`config.mk`:
```
export PLATFORM = sky130hd
export DESIGN_NAME = rpn_stack_calculator_flat
export DESIGN_NICKNAME = d
export VERILOG_FILES = /design/src/hw/rtl/rpn_pkg.sv /design/src/hw/rtl/rpn_req_if.sv /design/src/hw/rtl/rpn_rsp_if.sv /design/src/hw/rtl/rpn_ram.sv /design/src/hw/rtl/rpn_alu.sv /design/src/hw/rtl/rpn_stack_calculator.sv /design/src/flat_wrapper.sv
export SDC_FILE = /design/constraint.sdc
export NUM_CORES = 1
export LEC_CHECK = 0
export BUFFER_PORTS_ARGS = -buffer_cell sky130_fd_sc_hd__buf_2
export CAP_MARGIN = 10
export CORE_MARGIN = 2
export CORE_UTILIZATION = 40
export CTS_CLUSTER_SIZE = 20
export DETAILED_ROUTE_END_ITERATION = 10
export PLACE_DENSITY = 0.64
export RECOVER_POWER = 50
export SLEW_MARGIN = 20
export SYNTH_ARGS = -nofsm -noshare
export SYNTH_HDL_FRONTEND = slang
export SYNTH_HIERARCHICAL = 1
export SYNTH_SLANG_ARGS = --single-unit
```
`constraint.sdc`:
```
create_clock -name clock -period 5.9 [get_ports clock]
set_input_delay 1.18 -clock clock [delete_from_list [all_inputs] [get_ports clock]]
set_output_delay 1.18 -clock clock [all_outputs]
set_load 0.1 [all_outputs]
```
`src/hw/rtl/rpn_pkg.sv`:
```
`timescale 1ns / 1ps

package rpn_pkg;

   localparam int DATA_W = 32;
   localparam int NUM_W  = 31;
   localparam int CNT_W  = $clog2(DATA_W);

   typedef logic [2:0]              action_type;
   typedef logic [2:0]              status_type;
   typedef logic [NUM_W-1:0]        number_type;
   typedef logic signed [DATA_W-1:0] value_type;
   typedef logic [1:0]              alu_op_type;

   localparam action_type ACT_PUSH   = 3'd0;
   localparam action_type ACT_ADD    = 3'd1;
   localparam action_type ACT_SUB    = 3'd2;
   localparam action_type ACT_MUL    = 3'd3;
   localparam action_type ACT_DIV    = 3'd4;
   localparam action_type ACT_FINISH = 3'd5;

   localparam status_type ST_OK        = 3'd0;
   localparam status_type ST_UNDERFLOW = 3'd1;
   localparam status_type ST_FULL      = 3'd2;
   localparam status_type ST_DIVZERO   = 3'd3;
   localparam status_type ST_HALTED    = 3'd4;

   localparam alu_op_type ALU_ADD = 2'd0;
   localparam alu_op_type ALU_SUB = 2'd1;
   localparam alu_op_type ALU_MUL = 2'd2;
   localparam alu_op_type ALU_DIV = 2'd3;

   typedef struct packed {
      logic       start;
      alu_op_type op;
   } alu_cmd_type;

   typedef struct packed {
      logic busy;
      logic done;
   } alu_sts_type;

endpackage

```
`src/hw/rtl/rpn_req_if.sv`:
```
`timescale 1ns / 1ps

interface rpn_req_if;
   logic                valid;
   logic                ready;
   rpn_pkg::action_type action;
   rpn_pkg::number_type number;

   modport source (output valid, action, number, input ready);
   modport sink (input valid, action, number, output ready);
endinterface

```
`src/hw/rtl/rpn_rsp_if.sv`:
```
`timescale 1ns / 1ps

interface rpn_rsp_if;
   logic                valid;
   logic                ready;
   rpn_pkg::value_type  value;
   rpn_pkg::status_type status;

   modport source (output valid, value, status, input ready);
   modport sink (input valid, value, status, output ready);
endinterface

```
`src/hw/rtl/rpn_ram.sv`:
```
`timescale 1ns / 1ps

module rpn_ram #(
   parameter int WIDTH = 32,
   parameter int DEPTH = 16
) (
   input  logic                     clock,
   input  logic                     we,
   input  logic [$clog2(DEPTH)-1:0] waddr,
   input  logic [WIDTH-1:0]         wdata,
   input  logic [$clog2(DEPTH)-1:0] raddr,
   output logic [WIDTH-1:0]         rdata
);

   logic [WIDTH-1:0] mem_ff [DEPTH];
   logic [WIDTH-1:0] rdata_ff;

   always_ff @(posedge clock) begin
      if (we) begin
         mem_ff[waddr] <= wdata;
      end
      rdata_ff <= mem_ff[raddr];
   end

   assign rdata = rdata_ff;

endmodule

```
`src/hw/rtl/rpn_alu.sv`:
```
`timescale 1ns / 1ps

module rpn_alu (
   input  logic                        clock,
   input  logic                        reset,
   input  rpn_pkg::alu_cmd_type        cmd,
   input  logic [rpn_pkg::DATA_W-1:0]  left,
   input  logic [rpn_pkg::DATA_W-1:0]  right,
   output rpn_pkg::alu_sts_type        sts,
   output logic [rpn_pkg::DATA_W-1:0]  result
);
   import rpn_pkg::*;

   localparam logic [1:0] A_IDLE = 2'd0;
   localparam logic [1:0] A_PRE  = 2'd1;
   localparam logic [1:0] A_RUN  = 2'd2;
   localparam logic [1:0] A_POST = 2'd3;

   logic [1:0]        state_ff, state_in;
   alu_op_type        op_ff, op_in;
   logic [DATA_W-1:0] a_ff, a_in;
   logic [DATA_W-1:0] b_ff, b_in;
   logic [DATA_W-1:0] acc_ff, acc_in;
   logic [DATA_W-1:0] res_ff, res_in;
   logic [CNT_W-1:0]  cnt_ff, cnt_in;
   logic              carry_ff, carry_in;
   logic              neg_ff, neg_in;
   logic              done_ff, done_in;

   logic              b_bit;
   logic              sum_bit;
   logic              carry_out;
   logic [DATA_W-1:0] rem_shift;
   logic [DATA_W:0]   rem_diff;

   // Add and subtract run one bit per cycle, least significant first; for a
   // subtraction the right operand is inverted and the carry starts at one.
   assign b_bit     = b_ff[0] ^ (op_ff == ALU_SUB);
   assign sum_bit   = a_ff[0] ^ b_bit ^ carry_ff;
   assign carry_out = (a_ff[0] & b_bit) | (a_ff[0] & carry_ff) | (b_bit & carry_ff);

   // Restoring division: the dividend magnitude shifts out of a_ff at the top
   // while quotient bits shift in at the bottom.
   assign rem_shift = {acc_ff[DATA_W-2:0], a_ff[DATA_W-1]};
   assign rem_diff  = {1'b0, rem_shift} - {1'b0, b_ff};

   always_comb begin
      state_in = state_ff;
      op_in    = op_ff;
      a_in     = a_ff;
      b_in     = b_ff;
      acc_in   = acc_ff;
      res_in   = res_ff;
      cnt_in   = cnt_ff;
      carry_in = carry_ff;
      neg_in   = neg_ff;
      done_in  = 1'b0;
      unique case (state_ff)
         A_IDLE: begin
            if (cmd.start) begin
               op_in    = cmd.op;
               a_in     = left;
               b_in     = right;
               acc_in   = '0;
               cnt_in   = '0;
               carry_in = (cmd.op == ALU_SUB);
               neg_in   = left[DATA_W-1] ^ right[DATA_W-1];
               state_in = A_PRE;
            end
         end
         A_PRE: begin
            if (op_ff == ALU_DIV) begin
               if (a_ff[DATA_W-1]) begin
                  a_in = '0 - a_ff;
               end
               if (b_ff[DATA_W-1]) begin
                  b_in = '0 - b_ff;
               end
            end
            state_in = A_RUN;
         end
         A_RUN: begin
            case (op_ff) inside
               ALU_ADD, ALU_SUB: begin
                  acc_in   = {sum_bit, acc_ff[DATA_W-1:1]};
                  carry_in = carry_out;
                  a_in     = {1'b0, a_ff[DATA_W-1:1]};
                  b_in     = {1'b0, b_ff[DATA_W-1:1]};
               end
               ALU_MUL: begin
                  acc_in = acc_ff + (b_ff[0] ? a_ff : '0);
                  a_in   = {a_ff[DATA_W-2:0], 1'b0};
                  b_in   = {1'b0, b_ff[DATA_W-1:1]};
               end
               default: begin
                  acc_in = rem_diff[DATA_W] ? rem_shift : rem_diff[DATA_W-1:0];
                  a_in   = {a_ff[DATA_W-2:0], ~rem_diff[DATA_W]};
               end
            endcase
            cnt_in = cnt_ff + 1'b1;
            if (cnt_ff == CNT_W'(DATA_W - 1)) begin
               state_in = A_POST;
            end
         end
         A_POST: begin
            if (op_ff == ALU_DIV) begin
               res_in = neg_ff ? ('0 - a_ff) : a_ff;
            end else begin
               res_in = acc_ff;
            end
            done_in  = 1'b1;
            state_in = A_IDLE;
         end
         default: begin
            state_in = A_IDLE;
         end
      endcase
   end

   always_ff @(posedge clock) begin
      if (reset) begin
         state_ff <= A_IDLE;
         done_ff  <= 1'b0;
      end else begin
         state_ff <= state_in;
         done_ff  <= done_in;
      end
      op_ff    <= op_in;
      a_ff     <= a_in;
      b_ff     <= b_in;
      acc_ff   <= acc_in;
      res_ff   <= res_in;
      cnt_ff   <= cnt_in;
      carry_ff <= carry_in;
      neg_ff   <= neg_in;
   end

   assign sts    = '{busy: (state_ff != A_IDLE), done: done_ff};
   assign result = res_ff;

endmodule

```
`src/hw/rtl/rpn_stack_calculator.sv`:
```
// Each word passes through the states in order: push, ignored code, underflow or any word
// while halted go straight to the answer; finish reads the top first; a zero divisor reads
// both operands first; add, subtract, multiply and divide also run the bit-serial unit.
// Throughput: one word at a time; the next word is taken once the answer is registered.
// Reset (synchronous, active high) empties the stack and clears the halt; stack memory
// is not cleared, as an entry is only read after it has been written.
`timescale 1ns / 1ps

module rpn_stack_calculator #(
   parameter int STACK_DEPTH = 16
) (
   input logic        clock,
   input logic        reset,
   rpn_req_if.sink    req_bus,
   rpn_rsp_if.source  rsp_bus
);
   import rpn_pkg::*;

   localparam int AW = $clog2(STACK_DEPTH);
   localparam int CW = $clog2(STACK_DEPTH + 1);
   localparam logic [CW-1:0] FULL_COUNT = CW'(STACK_DEPTH);
   localparam logic [CW-1:0] TWO_COUNT  = CW'(2);

   localparam logic [2:0] S_IDLE   = 3'd0;
   localparam logic [2:0] S_READ_R = 3'd1;
   localparam logic [2:0] S_READ_L = 3'd2;
   localparam logic [2:0] S_READ_F = 3'd3;
   localparam logic [2:0] S_EXEC   = 3'd4;
   localparam logic [2:0] S_RESP   = 3'd5;

   logic [2:0]        state_ff, state_in;
   logic [CW-1:0]     count_ff, count_in;
   logic              halted_ff, halted_in;
   action_type        action_ff, action_in;
   logic [DATA_W-1:0] right_ff, right_in;
   value_type         pend_value_ff, pend_value_in;
   status_type        pend_status_ff, pend_status_in;
   logic              rsp_valid_ff, rsp_valid_in;
   value_type         rsp_value_ff, rsp_value_in;
   status_type        rsp_status_ff, rsp_status_in;

   logic              accept;
   logic [CW-1:0]     count_m1;
   logic [CW-1:0]     count_m2;
   logic              ram_we;
   logic [AW-1:0]     ram_waddr;
   logic [DATA_W-1:0] ram_wdata;
   logic [AW-1:0]     ram_raddr;
   logic [DATA_W-1:0] ram_rdata;
   alu_op_type        alu_op;
   alu_cmd_type       alu_cmd;
   alu_sts_type       alu_sts;
   logic [DATA_W-1:0] alu_result;

   assign req_bus.ready = (state_ff == S_IDLE);
   assign accept        = req_bus.valid & req_bus.ready;
   assign count_m1      = count_ff - 1'b1;
   assign count_m2      = count_ff - TWO_COUNT;

   rpn_ram #(
      .WIDTH (DATA_W),
      .DEPTH (STACK_DEPTH)
   ) u_stack (
      .clock (clock),
      .we    (ram_we),
      .waddr (ram_waddr),
      .wdata (ram_wdata),
      .raddr (ram_raddr),
      .rdata (ram_rdata)
   );

   rpn_alu u_alu (
      .clock  (clock),
      .reset  (reset),
      .cmd    (alu_cmd),
      .left   (ram_rdata),
      .right  (right_ff),
      .sts    (alu_sts),
      .result (alu_result)
   );

   always_comb begin
      unique case (action_ff)
         ACT_ADD: alu_op = ALU_ADD;
         ACT_SUB: alu_op = ALU_SUB;
         ACT_MUL: alu_op = ALU_MUL;
         default: alu_op = ALU_DIV;
      endcase
   end

   // The top of the stack is read while idle so that it is ready in the
   // following cycle; the entry beneath it is read in S_READ_R.
   always_comb begin
      if (state_ff == S_READ_R) begin
         ram_raddr = count_m2[AW-1:0];
      end else begin
         ram_raddr = count_m1[AW-1:0];
      end
   end

   always_comb begin
      state_in       = state_ff;
      count_in       = count_ff;
      halted_in      = halted_ff;
      action_in      = action_ff;
      right_in       = right_ff;
      pend_value_in  = pend_value_ff;
      pend_status_in = pend_status_ff;
      rsp_valid_in   = rsp_valid_ff & ~rsp_bus.ready;
      rsp_value_in   = rsp_value_ff;
      rsp_status_in  = rsp_status_ff;
      ram_we         = 1'b0;
      ram_waddr      = count_m2[AW-1:0];
      ram_wdata      = alu_result;
      alu_cmd.start  = 1'b0;
      alu_cmd.op     = alu_op;
      unique case (state_ff)
         S_IDLE: begin
            if (accept) begin
               action_in      = req_bus.action;
               pend_value_in  = '0;
               pend_status_in = ST_OK;
               state_in       = S_RESP;
               if (halted_ff) begin
                  pend_status_in = ST_HALTED;
               end else begin
                  case (req_bus.action) inside
                     ACT_PUSH: begin
                        if (count_ff < FULL_COUNT) begin
                           ram_we    = 1'b1;
                           ram_waddr = count_ff[AW-1:0];
                           ram_wdata = {1'b0, req_bus.number};
                           count_in  = count_ff + 1'b1;
                        end else begin
                           pend_status_in = ST_FULL;
                        end
                     end
                     ACT_ADD, ACT_SUB, ACT_MUL, ACT_DIV: begin
                        if (count_ff < TWO_COUNT) begin
                           pend_status_in = ST_UNDERFLOW;
                           halted_in      = 1'b1;
                        end else begin
                           state_in = S_READ_R;
                        end
                     end
                     ACT_FINISH: begin
                        halted_in = 1'b1;
                        if (count_ff == '0) begin
                           pend_status_in = ST_UNDERFLOW;
                        end else begin
                           state_in = S_READ_F;
                        end
                     end
                     default: begin
                        // Unused codes leave the state alone and answer ok.
                     end
                  endcase
               end
            end
         end
         S_READ_R: begin
            right_in = ram_rdata;
            state_in = S_READ_L;
         end
         S_READ_L: begin
            if ((action_ff == ACT_DIV) && (right_ff == '0)) begin
               pend_status_in = ST_DIVZERO;
               halted_in      = 1'b1;
               state_in       = S_RESP;
            end else begin
               alu_cmd.start = 1'b1;
               state_in      = S_EXEC;
            end
         end
         S_READ_F: begin
            pend_value_in = $signed(ram_rdata);
            count_in      = count_m1;
            state_in      = S_RESP;
         end
         S_EXEC: begin
            if (alu_sts.done) begin
               ram_we        = 1'b1;
               count_in      = count_m1;
               pend_value_in = $signed(alu_result);
               state_in      = S_RESP;
            end
         end
         S_RESP: begin
            if (!rsp_valid_ff || rsp_bus.ready) begin
               rsp_valid_in  = 1'b1;
               rsp_value_in  = pend_value_ff;
               rsp_status_in = pend_status_ff;
               state_in      = S_IDLE;
            end
         end
         default: begin
            state_in = S_IDLE;
         end
      endcase
   end

   always_ff @(posedge clock) begin
      if (reset) begin
         state_ff     <= S_IDLE;
         count_ff     <= '0;
         halted_ff    <= 1'b0;
         rsp_valid_ff <= 1'b0;
      end else begin
         state_ff     <= state_in;
         count_ff     <= count_in;
         halted_ff    <= halted_in;
         rsp_valid_ff <= rsp_valid_in;
      end
      action_ff      <= action_in;
      right_ff       <= right_in;
      pend_value_ff  <= pend_value_in;
      pend_status_ff <= pend_status_in;
      rsp_value_ff   <= rsp_value_in;
      rsp_status_ff  <= rsp_status_in;
   end

   assign rsp_bus.valid  = rsp_valid_ff;
   assign rsp_bus.value  = rsp_value_ff;
   assign rsp_bus.status = rsp_status_ff;

   a_count_bound: assert property (@(posedge clock) disable iff (reset)
      count_ff <= FULL_COUNT)
      else $error("stack count exceeds the stack depth");

   a_halt_sticks: assert property (@(posedge clock) disable iff (reset)
      halted_ff |=> halted_ff)
      else $error("halt cleared without reset");

   a_halt_no_write: assert property (@(posedge clock) disable iff (reset)
      halted_ff |-> !ram_we)
      else $error("stack written while halted");

   a_alu_in_exec: assert property (@(posedge clock) disable iff (reset)
      (alu_sts.busy || alu_sts.done) |-> (state_ff == S_EXEC))
      else $error("arithmetic unit active outside execution");

   a_push_grows: assert property (@(posedge clock) disable iff (reset)
      (accept && !halted_ff && (req_bus.action == ACT_PUSH) && (count_ff < FULL_COUNT))
      |=> (count_ff == CW'($past(count_ff) + 1'b1)))
      else $error("push did not grow the stack");

endmodule

```
`src/flat_wrapper.sv`:
```
// flat-port wrapper written by rule: the top's interface ports become plain ports
module rpn_stack_calculator_flat import rpn_pkg::*;
#(
   parameter int STACK_DEPTH = 16
)
  (clock, reset, req_bus_valid, req_bus_action, req_bus_number, req_bus_ready, rsp_bus_valid, rsp_bus_value, rsp_bus_status, rsp_bus_ready);
  rpn_req_if req_bus_i ();
  rpn_rsp_if rsp_bus_i ();
  input logic clock;
  input logic reset;
  input wire logic [$bits(req_bus_i.valid)-1:0] req_bus_valid;
  input wire logic [$bits(req_bus_i.action)-1:0] req_bus_action;
  input wire logic [$bits(req_bus_i.number)-1:0] req_bus_number;
  output wire logic [$bits(req_bus_i.ready)-1:0] req_bus_ready;
  output wire logic [$bits(rsp_bus_i.valid)-1:0] rsp_bus_valid;
  output wire logic [$bits(rsp_bus_i.value)-1:0] rsp_bus_value;
  output wire logic [$bits(rsp_bus_i.status)-1:0] rsp_bus_status;
  input wire logic [$bits(rsp_bus_i.ready)-1:0] rsp_bus_ready;
  assign req_bus_i.valid = req_bus_valid;
  assign req_bus_i.action = req_bus_action;
  assign req_bus_i.number = req_bus_number;
  assign req_bus_ready = req_bus_i.ready;
  assign rsp_bus_valid = rsp_bus_i.valid;
  assign rsp_bus_value = rsp_bus_i.value;
  assign rsp_bus_status = rsp_bus_i.status;
  assign rsp_bus_i.ready = rsp_bus_ready;
  rpn_stack_calculator #(.STACK_DEPTH(STACK_DEPTH)) u_core (.clock(clock), .reset(reset), .req_bus(req_bus_i), .rsp_bus(rsp_bus_i));
endmodule
```
==> metrics.txt, run 1 <==
# TYPE chip_impl_metric gauge
chip_impl_info{name="outcome",value="finished, violations left"} 1
chip_impl_info{name="violations",value="capacitance limit, slew limit"} 1
chip_impl_metric{name="netlist.area_leader.share",unit="%"} 60.3
chip_impl_info{name="worst_path_max_delay_cell",value="clkbuf_1"} 1
chip_impl_metric{name="post_dp_cell_area",unit="sq um"} 39400
chip_impl_metric{name="asyncSetResetFlopFracSynth",unit="%"} 0
chip_impl_info{name="timing.hold.worst.class",value="flop to flop"} 1
chip_impl_metric{name="ir_drop",unit="mV"} 0.289
chip_impl_metric{name="finalNetCount",unit=""} 2875
chip_impl_info{name="mostFrequentLayoutCells",value="edfxtp_1 (754), nor2_1 (199), a21oi_1 (180)"} 1
chip_impl_metric{name="finalHoldViolations",unit=""} 0
chip_impl_metric{name="clk_transition_reported_paths",unit="ps"} 60
chip_impl_info{name="largest_cells_by_area_after_synthesis",value="edfxtp_1 (60%), mux4_2 (7.7%), ha_1 (2.7%)"} 1
chip_impl_metric{name="first_global_vias",unit=""} 23300
chip_impl_metric{name="number_of_antenna_violations_at_the_first_check_in_global_routing",unit=""} 4
chip_impl_metric{name="half_perimeter_wire_length_of_the_detailed_placement_result",unit="microns"} 67000
chip_impl_info{name="startpoint",value="req_bus_action[2]"} 1
chip_impl_info{name="worst_path_most_repeated_cell",value="clkbuf_1"} 1
chip_impl_metric{name="drtIter0Drc",unit=""} 2523
chip_impl_info{name="worst-setup-path-type",value="primary input to flop"} 1
chip_impl_metric{name="synthesis.area_per_instance",unit="sq um"} 13.9
chip_impl_metric{name="postCtsHoldBufs",unit=""} 0
chip_impl_metric{name="via_count",unit=""} 23500
chip_impl_metric{name="design.die.area",unit="sq um"} 96300
chip_impl_info{name="unrepaired_setup_endpoints_after_global_routing",value="false"} 1
chip_impl_info{name="endpoint",value="u_core/u_stack/mem_ff[2][26]"} 1
chip_impl_metric{name="timing.slew.headroom",unit="%"} -75.1
chip_impl_metric{name="cts_num_sinks",unit=""} 799
chip_impl_metric{name="hold_ws",unit="ps"} 419
chip_impl_metric{name="global_route_wire_length_before_repair",unit="microns"} 148000
chip_impl_metric{name="avgRoutedWirePerCell",unit="microns"} 24.4
chip_impl_metric{name="floorplan.initialDensity",unit="%"} 40.3
chip_impl_metric{name="cts_htree_levels",unit=""} 3
chip_impl_metric{name="max-clock-path-buffers",unit=""} 3
chip_impl_metric{name="placementRows",unit=""} 112
chip_impl_metric{name="route.final.wire_length",unit="microns"} 99300
chip_impl_metric{name="sequentialPowerShare",unit="%"} 42.3
chip_impl_info{name="timing.critical_path.to_type",value="flop"} 1
chip_impl_metric{name="final_design_area_no_fill",unit="sq um"} 42000
chip_impl_metric{name="synth_cells",unit=""} 2708
chip_impl_metric{name="powerDensity",unit="nW/um^2"} 427
chip_impl_metric{name="largest_net_degree_at_the_start_of_global_routing",unit=""} 129
chip_impl_metric{name="tightestPinTransition",unit="ps"} 2630
chip_impl_metric{name="cts_buffers",unit=""} 82
chip_impl_metric{name="netlist_area",unit="sq um"} 37500
chip_impl_metric{name="insertion_delay_of_the_later_clocked_pin_in_the_worst_skew_pair",unit="ps"} 630
chip_impl_metric{name="routed_via_density",unit=""} 5.75
chip_impl_metric{name="crit_arrival",unit="ps"} 5080
chip_impl_metric{name="timing.reg2reg.setup_slack",unit="ps"} 1210
chip_impl_metric{name="max_freq",unit="MHz"} 211
chip_impl_metric{name="mappedNetlistNets",unit=""} 2829
chip_impl_metric{name="netSwitchingPower",unit="W"} 0.00597
chip_impl_info{name="r2r-start",value="u_core/u_alu/state_ff[0]"} 1
chip_impl_info{name="worstSetupStartpointType",value="primary input"} 1
chip_impl_metric{name="grt_util_all_layers",unit="%"} 20.6
chip_impl_metric{name="area_growth_syn_to_layout",unit="%"} 11.8
chip_impl_metric{name="post-route-min-period",unit="ps"} 4740
chip_impl_metric{name="antenna_diodes",unit=""} 0
chip_impl_metric{name="drv_slew",unit=""} 316
chip_impl_metric{name="final-setup-viol-count",unit=""} 0
chip_impl_metric{name="remaining_drc_errors",unit=""} 0
chip_impl_metric{name="pwr-share-clk",unit="%"} 29.2
chip_impl_metric{name="yosysUniqueCellTypes",unit=""} 90
chip_impl_metric{name="clock-skew-final",unit="ps"} 22.8
chip_impl_metric{name="ys_warn_count",unit=""} 6
chip_impl_metric{name="tns",unit="ps"} 0
chip_impl_metric{name="critical_path_required",unit="ps"} 6240
chip_impl_metric{name="postLayoutCoreUtil",unit="%"} 45.0
chip_impl_metric{name="power.switching_fraction",unit="%"} 33.3
chip_impl_info{name="most_common_library_cell_in_the_layout_ignoring_fill_and_taps",value="edfxtp_1"} 1
chip_impl_metric{name="leakage_component_of_the_power",unit="nW"} 14.4
chip_impl_metric{name="routability_congestion_estimate",unit=""} 0.900
chip_impl_metric{name="internal_power",unit="W"} 0.0119
chip_impl_metric{name="synth-edff-count",unit=""} 754
chip_impl_metric{name="dr.pass1.iters",unit=""} 8
chip_impl_metric{name="die_x",unit="microns"} 310
chip_impl_info{name="post-synth-top-area-cell",value="edfxtp_1"} 1
chip_impl_metric{name="post-cts-setup-buffer-count",unit=""} 0
chip_impl_metric{name="io_buffers",unit=""} 74
chip_impl_info{name="crit-reg2reg-capture",value="u_core/u_alu/acc_ff[10]"} 1
chip_impl_info{name="ys.flop_type",value="edfxtp_1"} 1
chip_impl_metric{name="filler_cell_count",unit=""} 8147
chip_impl_info{name="chain_of_cells_forming_the_critical_path",value="clkbuf_1, or4_1, nor4_4, clkbuf_1, mux2_1"} 1
chip_impl_metric{name="yosysSeqAreaShare",unit="%"} 62.7
chip_impl_metric{name="timing.final.crit_share",unit="%"} 80.3
chip_impl_metric{name="route.antenna.remaining_nets",unit=""} 0
chip_impl_info{name="cts_tree",value="done"} 1
chip_impl_metric{name="core",unit="sq um"} 93200
chip_impl_metric{name="postSynthRegisterBits",unit=""} 799
chip_impl_metric{name="chipHeight",unit="microns"} 310
chip_impl_metric{name="crit_fanout",unit=""} 32
chip_impl_metric{name="cts_resized",unit=""} 0
chip_impl_metric{name="worst_r2r_path_depth",unit=""} 8
chip_impl_metric{name="layout-drive-gt1-share",unit="%"} 13.7
chip_impl_metric{name="floorplan.io_pins",unit=""} 75
chip_impl_metric{name="max_cap_violations",unit=""} 9
chip_impl_metric{name="comb_power_share",unit="%"} 28.5
chip_impl_info{name="clock-root-buffer",value="clkbuf_16"} 1
chip_impl_metric{name="grt.overflow.total",unit=""} 0
chip_impl_metric{name="crit_path_max_incr_delay",unit="ps"} 1830
==> metrics by stage <==
step           power, W  std cells  setup slack (ps)
3_5_place_dp     0.0128       3923              1270
5_1_grt          0.0188       4076               932
6_report         0.0179       4076              1160
2_1_floorplan    0.0112       2708               272
3_3_place_gp     0.0127       3921              1390
4_1_cts          0.0180       4075              1730
==> layer usage <==
layer	vias to the layer above	GRT usage (%)	part of all wire [%]
met5	-	0	0
met4	0	5.70	2.4
met3	140	3.27	7.3
met2	920	33.7	48
met1	11900	28.5	42
li1	10500	-	-
==> worst max-delay path: cells and delay by family <==
kind	cells	cell delay, ps
buffers and inverters	2	1990
muxes	1	760
and+or+nand+nor	2	1120
==> layout make-up <==
type	instances	area [sq um]	area share, %
Multi-Input combinational cell	1671	13200	31.4
Sequential cell	799	23500	56.1
Clock inverter	48	531	1.26
Inverter	78	293	0.697
Tap cell	1254	1570	3.74
Clock buffer	104	2180	5.18
Timing Repair Buffer	122	699	1.67
==> power by group through the flow <==
| stage | Combinational [W] | Sequential, W | Clock, W |
|---|---|---|---|
| 6_report | 0.00510 | 0.00758 | 0.00523 |
| 5_1_grt | 0.00559 | 0.00763 | 0.00554 |
| 4_1_cts | 0.00512 | 0.00755 | 0.00532 |
| 3_5_place_dp | 0.00508 | 0.00767 | 0 |
| 3_3_place_gp | 0.00500 | 0.00765 | 0 |
| 2_1_floorplan | 0.00389 | 0.00734 | 0 |
==> Yosys cell counts (all sizes together) (40+ instances only) <==
| cell | n |
|---|---|
| a22oi | 98 |
| a21o | 42 |
| xnor2 | 78 |
| nand2 | 174 |
| clkbuf | 118 |
| dfxtp | 45 |
| ha | 80 |
| xor2 | 57 |
| mux2 | 40 |
| o21ai | 108 |
| nor3 | 41 |
| inv | 77 |
| and2 | 41 |
| mux4 | 128 |
| a21oi | 180 |
| edfxtp | 754 |
| buf | 42 |
| nor2 | 212 |
| mux2i | 40 |
==> state kept, by name, summed over array words and instances (netlist names) <==
| name | cells |
|---|---|
| u_core/u_alu/op_ff | 2 |
| u_core/u_alu/state_ff | 2 |
| u_core/pend_value_ff | 32 |
| u_core/rsp_bus.valid | 1 |
| u_core/rsp_bus.value | 32 |
| u_core/u_alu/carry_ff | 1 |
| u_core/u_alu/cnt_ff | 5 |
| u_core/rsp_bus.status | 3 |
| u_core/pend_status_ff | 3 |
| u_core/right_ff | 32 |
| u_core/u_alu/acc_ff | 32 |
| u_core/count_ff | 5 |
| u_core/halted_ff | 1 |
| u_core/u_alu/result | 32 |
| u_core/u_alu/done_ff | 1 |
| u_core/state_ff | 3 |
| u_core/u_alu/neg_ff | 1 |
| u_core/u_alu/a_ff | 32 |
| u_core/u_stack/mem_ff | 512 |
| u_core/u_stack/rdata | 32 |
| u_core/action_ff | 3 |
| u_core/u_alu/b_ff | 32 |
==> logic make-up (layout without fill, tap and decap cells) <==
| family | count (synthesis) | in the layout | synth area share [%] |
|---|---|---|---|
| flip-flops | 799 | 799 | 62.7 |
| XOR/XNOR | 135 | 135 | 3.15 |
| AND/OR/NAND/NOR | 646 | 646 | 8.40 |
| multiplexers | 208 | 208 | 9.95 |
| buffers and inverters | 238 | 352 | 2.65 |
| adder cells (fa/ha/maj) | 83 | 83 | 2.83 |
| AO/OA/AOI/OAI | 599 | 599 | 10.3 |
==> how the worst min path moves through the flow <==
stage | depth (start not counted) | start | slack, ps | end
6_report | 0 | u_core/pend_value_ff[17] | 420 | u_core/rsp_bus.value[17]
2_1_floorplan | 0 | u_core/pend_status_ff[0] | 400 | u_core/rsp_bus.status[0]
5_1_grt | 0 | u_core/pend_value_ff[20] | 430 | u_core/rsp_bus.value[20]
3_5_place_dp | 0 | u_core/pend_value_ff[15] | 410 | u_core/rsp_bus.value[15]
3_3_place_gp | 0 | u_core/pend_status_ff[2] | 400 | u_core/rsp_bus.status[2]
4_1_cts | 0 | u_core/pend_status_ff[1] | 420 | u_core/rsp_bus.status[1]
Note: power is estimated with default switching activity, not from simulation.
==> run 2: changes to the inputs <==
--- a/config.mk
+++ b/config.mk
@@ -5,13 +5,14 @@
 export SDC_FILE = /design/constraint.sdc
 export NUM_CORES = 1
 export LEC_CHECK = 0
+export ABC_AREA = 1
 export BUFFER_PORTS_ARGS = -buffer_cell sky130_fd_sc_hd__buf_2
 export CAP_MARGIN = 10
 export CORE_MARGIN = 2
 export CORE_UTILIZATION = 40
 export CTS_CLUSTER_SIZE = 20
 export DETAILED_ROUTE_END_ITERATION = 10
-export PLACE_DENSITY = 0.64
+export PLACE_DENSITY = 0.62
 export RECOVER_POWER = 50
 export SLEW_MARGIN = 20
 export SYNTH_ARGS = -nofsm -noshare
==> constraint.sdc (replaced) <==
create_clock -name clock -period 4.9 [get_ports clock]
set_input_delay 0.98 -clock clock [delete_from_list [all_inputs] [get_ports clock]]
set_output_delay 0.98 -clock clock [all_outputs]
set_load 0.1 [all_outputs]
==> metrics.txt, run 2 <==
# TYPE chip_impl_metric gauge
chip_impl_metric{name="cts_htree_levels",unit=""} 3
chip_impl_info{name="timing.hold.worst.class",value="flop to flop"} 1
chip_impl_metric{name="layout-drive-gt1-share",unit="%"} 6.30
chip_impl_info{name="top_cells_by_instance_count_after_synthesis",value="nand2_1 (1414), inv_1 (846), edfxtp_1 (754), nand3_1 (549), nor2_1 (276)"} 1
chip_impl_metric{name="finalHoldViolations",unit=""} 0
chip_impl_info{name="unrepaired_setup_endpoints_after_global_routing",value="false"} 1
chip_impl_metric{name="avgRoutedWirePerCell",unit="microns"} 19.7
chip_impl_info{name="hp-start",value="u_core/pend_value_ff[24]"} 1
chip_impl_info{name="most_common_library_cell_in_the_layout_ignoring_fill_and_taps",value="nand2_1"} 1
chip_impl_info{name="timing.critical_path.to_type",value="flop"} 1
chip_impl_metric{name="max_freq",unit="MHz"} 243
chip_impl_metric{name="floorplan.io_pins",unit=""} 75
chip_impl_metric{name="yosysUniqueCellTypes",unit=""} 56
chip_impl_metric{name="yosysSeqAreaShare",unit="%"} 55.8
chip_impl_metric{name="clk_transition_reported_paths",unit="ps"} 60
chip_impl_metric{name="filler_cell_count",unit=""} 10200
chip_impl_metric{name="postLayoutCoreUtil",unit="%"} 44.6
chip_impl_metric{name="critical_path_required",unit="ps"} 5120
chip_impl_metric{name="crit_fanout",unit=""} 36
chip_impl_metric{name="crit_arrival",unit="ps"} 4330
chip_impl_metric{name="drv_slew",unit=""} 361
chip_impl_metric{name="postCtsHoldBufs",unit=""} 0
chip_impl_metric{name="dr.pass1.iters",unit=""} 6
chip_impl_metric{name="powerDensity",unit="nW/um^2"} 725
chip_impl_metric{name="cts_buffers",unit=""} 87
chip_impl_metric{name="io_buffers",unit=""} 74
chip_impl_metric{name="holdPathStages",unit=""} 0
chip_impl_metric{name="clock-skew-final",unit="ps"} 24.8
chip_impl_metric{name="netlist.area_leader.share",unit="%"} 53.6
chip_impl_metric{name="first_global_vias",unit=""} 30700
chip_impl_metric{name="post-route-min-period",unit="ps"} 4110
chip_impl_info{name="crit-reg2reg-capture",value="u_core/u_alu/a_ff[16]"} 1
chip_impl_metric{name="core",unit="sq um"} 105000
chip_impl_metric{name="leakage_component_of_the_power",unit="nW"} 20.4
chip_impl_metric{name="cts_resized",unit=""} 0
chip_impl_metric{name="post-place-ws",unit="ps"} 837
chip_impl_metric{name="route.antenna.remaining_nets",unit=""} 0
chip_impl_info{name="cts_tree",value="done"} 1
chip_impl_metric{name="die_x",unit="microns"} 329
chip_impl_metric{name="largest_net_degree_at_the_start_of_global_routing",unit=""} 157
chip_impl_info{name="ys.flop_type",value="edfxtp_1"} 1
chip_impl_metric{name="multi_input_comb_area",unit="sq um"} 14300
chip_impl_metric{name="netlist_area",unit="sq um"} 42200
chip_impl_metric{name="area_growth_syn_to_layout",unit="%"} 10.8
chip_impl_info{name="r2r-start",value="u_core/u_alu/state_ff[0]"} 1
chip_impl_metric{name="max-clock-path-buffers",unit=""} 3
chip_impl_metric{name="largest_register_ffs",unit=""} 512
chip_impl_info{name="worst-setup-path-type",value="flop to flop"} 1
chip_impl_metric{name="synthesis.area_per_instance",unit="sq um"} 8.70
chip_impl_metric{name="half_perimeter_wire_length_of_the_detailed_placement_result",unit="microns"} 84100
chip_impl_metric{name="timing.final.crit_share",unit="%"} 83.9
chip_impl_metric{name="routed_via_density",unit=""} 5.16
chip_impl_metric{name="floorplan.initialDensity",unit="%"} 40.2
chip_impl_metric{name="insertion_delay_of_the_later_clocked_pin_in_the_worst_skew_pair",unit="ps"} 660
chip_impl_info{name="mostFrequentLayoutCells",value="nand2_1 (1418), inv_1 (848), edfxtp_1 (754)"} 1
chip_impl_info{name="largest_cells_by_area_after_synthesis",value="edfxtp_1 (54%), nand2_1 (13%), inv_1 (7.5%)"} 1
chip_impl_metric{name="number_of_antenna_violations_at_the_first_check_in_global_routing",unit=""} 4
chip_impl_info{name="yosysMostFrequentCell",value="nand2_1"} 1
chip_impl_metric{name="synth_cells",unit=""} 4851
chip_impl_metric{name="design.die.area",unit="sq um"} 108000
chip_impl_metric{name="timing.reg2reg.setup_slack",unit="ps"} 790
chip_impl_metric{name="postSynthRegisterBits",unit=""} 799
chip_impl_info{name="outcome",value="finished, violations left"} 1
chip_impl_metric{name="timing.slew.headroom",unit="%"} -94.0
chip_impl_metric{name="drtIter0Drc",unit=""} 3750
chip_impl_metric{name="total_power",unit="W"} 0.0339
chip_impl_metric{name="final_setup_slack_of_the_worst_path",unit="ps"} 788
chip_impl_metric{name="via_count",unit=""} 32800
chip_impl_metric{name="max_cap_violations",unit=""} 13
chip_impl_metric{name="worst_r2r_path_depth",unit=""} 4
chip_impl_metric{name="mappedNetlistNets",unit=""} 4972
chip_impl_info{name="worst_path_most_repeated_cell",value="clkbuf_1"} 1
chip_impl_metric{name="post-cts-setup-buffer-count",unit=""} 0
chip_impl_info{name="post-synth-top-area-cell",value="edfxtp_1"} 1
chip_impl_metric{name="asyncSetResetFlopFracSynth",unit="%"} 0
chip_impl_info{name="violations",value="capacitance limit, slew limit"} 1
chip_impl_metric{name="global_route_wire_length_before_repair",unit="microns"} 188000
chip_impl_info{name="worst_path_max_delay_cell",value="clkbuf_1"} 1
chip_impl_metric{name="grt.overflow.total",unit=""} 0
chip_impl_metric{name="tightestPinTransition",unit="ps"} 2910
chip_impl_metric{name="routability_congestion_estimate",unit=""} 0.989
chip_impl_metric{name="remaining_drc_errors",unit=""} 0
chip_impl_metric{name="grt_util_all_layers",unit="%"} 23.0
chip_impl_info{name="max_flop_register",value="u_core/u_stack/mem_ff"} 1
chip_impl_metric{name="chipHeight",unit="microns"} 329
chip_impl_info{name="clock-root-buffer",value="clkbuf_16"} 1
chip_impl_metric{name="route.final.wire_length",unit="microns"} 126000
chip_impl_metric{name="final-setup-viol-count",unit=""} 0
chip_impl_metric{name="ff_latch_area",unit="sq um"} 23500
chip_impl_metric{name="crit_path_max_incr_delay",unit="ps"} 1610
chip_impl_metric{name="ir_drop",unit="mV"} 0.923
chip_impl_metric{name="tns",unit="ps"} 0
chip_impl_metric{name="cts_num_sinks",unit=""} 799
chip_impl_info{name="worstSetupStartpointType",value="flop"} 1
chip_impl_metric{name="ys_warn_count",unit=""} 6
chip_impl_metric{name="finalNetCount",unit=""} 5018
chip_impl_metric{name="placementRows",unit=""} 119
chip_impl_info{name="chain_of_cells_forming_the_critical_path",value="ha_1, clkbuf_1, a211oi_4, clkbuf_1"} 1
chip_impl_metric{name="synth-edff-count",unit=""} 754
chip_impl_info{name="holdPathEnd",value="u_core/rsp_bus.value[24]"} 1
-- run 2: cell count changes after synthesis, sizes merged, moves of 75 or more --
cell | previous run | this run
mux4 | 128 | 0
nand2 | 174 | 1434
o21ai | 108 | 204
a22oi | 98 | 0
buf | 42 | 117
nand3 | 29 | 549
inv | 77 | 862
nor2 | 212 | 289
-- run 2: critical path: cells and delay by family (launching register included) --
kind / cells / cell delay [ps]
buffers and inverters: 2 / 2560
AOI/OAI and AO/OA: 1 / 530
DFF: 1 / 320
adders and majority gates: 1 / 190
-- run 2: how the worst max path moves through the flow --
stage / from / to / slack (ps) / cells after the start
5_1_grt: u_core/u_alu/state_ff[0] / u_core/u_alu/a_ff[16] / 670 / 4
4_1_cts: req_bus_action[1] / u_core/u_stack/mem_ff[3][13] / 1530 / 10
3_3_place_gp: req_bus_action[1] / u_core/u_stack/mem_ff[3][18] / 900 / 10
3_5_place_dp: req_bus_action[1] / u_core/u_stack/mem_ff[3][20] / 840 / 10
6_report: u_core/u_alu/state_ff[0] / u_core/u_alu/a_ff[16] / 790 / 4
2_1_floorplan: u_core/u_alu/state_ff[0] / u_core/u_alu/carry_ff / 760 / 6
-- run 2: area by class of cell --
class                      count  share of cell area, %
multi-input combinational   2997                   30.7
antenna                        2                 0.0107
clock inverter                37                   1.16
tap                         1391                   3.72
sequential                   799                   50.3
inverter                     867                   6.97
timing repair buffer         145                   1.99
clock buffer                 122                   5.19
-- run 2: per-stage QoR --
stage          cell area (sq um)  instances  hold slack, ps
6_report                   46800       6360             414
5_1_grt                    46800       6358             426
4_1_cts                    47100       6358             417
2_1_floorplan              42200       4851             400
3_5_place_dp               44100       6199             406
3_3_place_gp               44100       6199             403
-- run 2: power breakdown --
group	internal [W]	switching, W	leakage (nW)
registers	0.00908	0.00106	7.26
logic	0.00472	0.0123	11.7
clock network	0.00402	0.00275	1.43
total	0.0178	0.0161	20.4
-- run 2: cells by family after synthesis --
logic type / synth area share (%)
buf+inv: 10.4
compound gates: 6.81
fa+ha+maj: 2.51
xor+xnor: 1.10
simple gates: 23.4
mux: 0.0267
flops: 55.8
-- run 2: routing by layer --
layer,vias to the layer above,global-route usage (%),routed length (microns)
met5,-,0,0
met4,0,8.47,4570
met3,245,3.28,8780
met2,1217,37.1,58200
met1,15500,31.4,54000
li1,15800,-,-
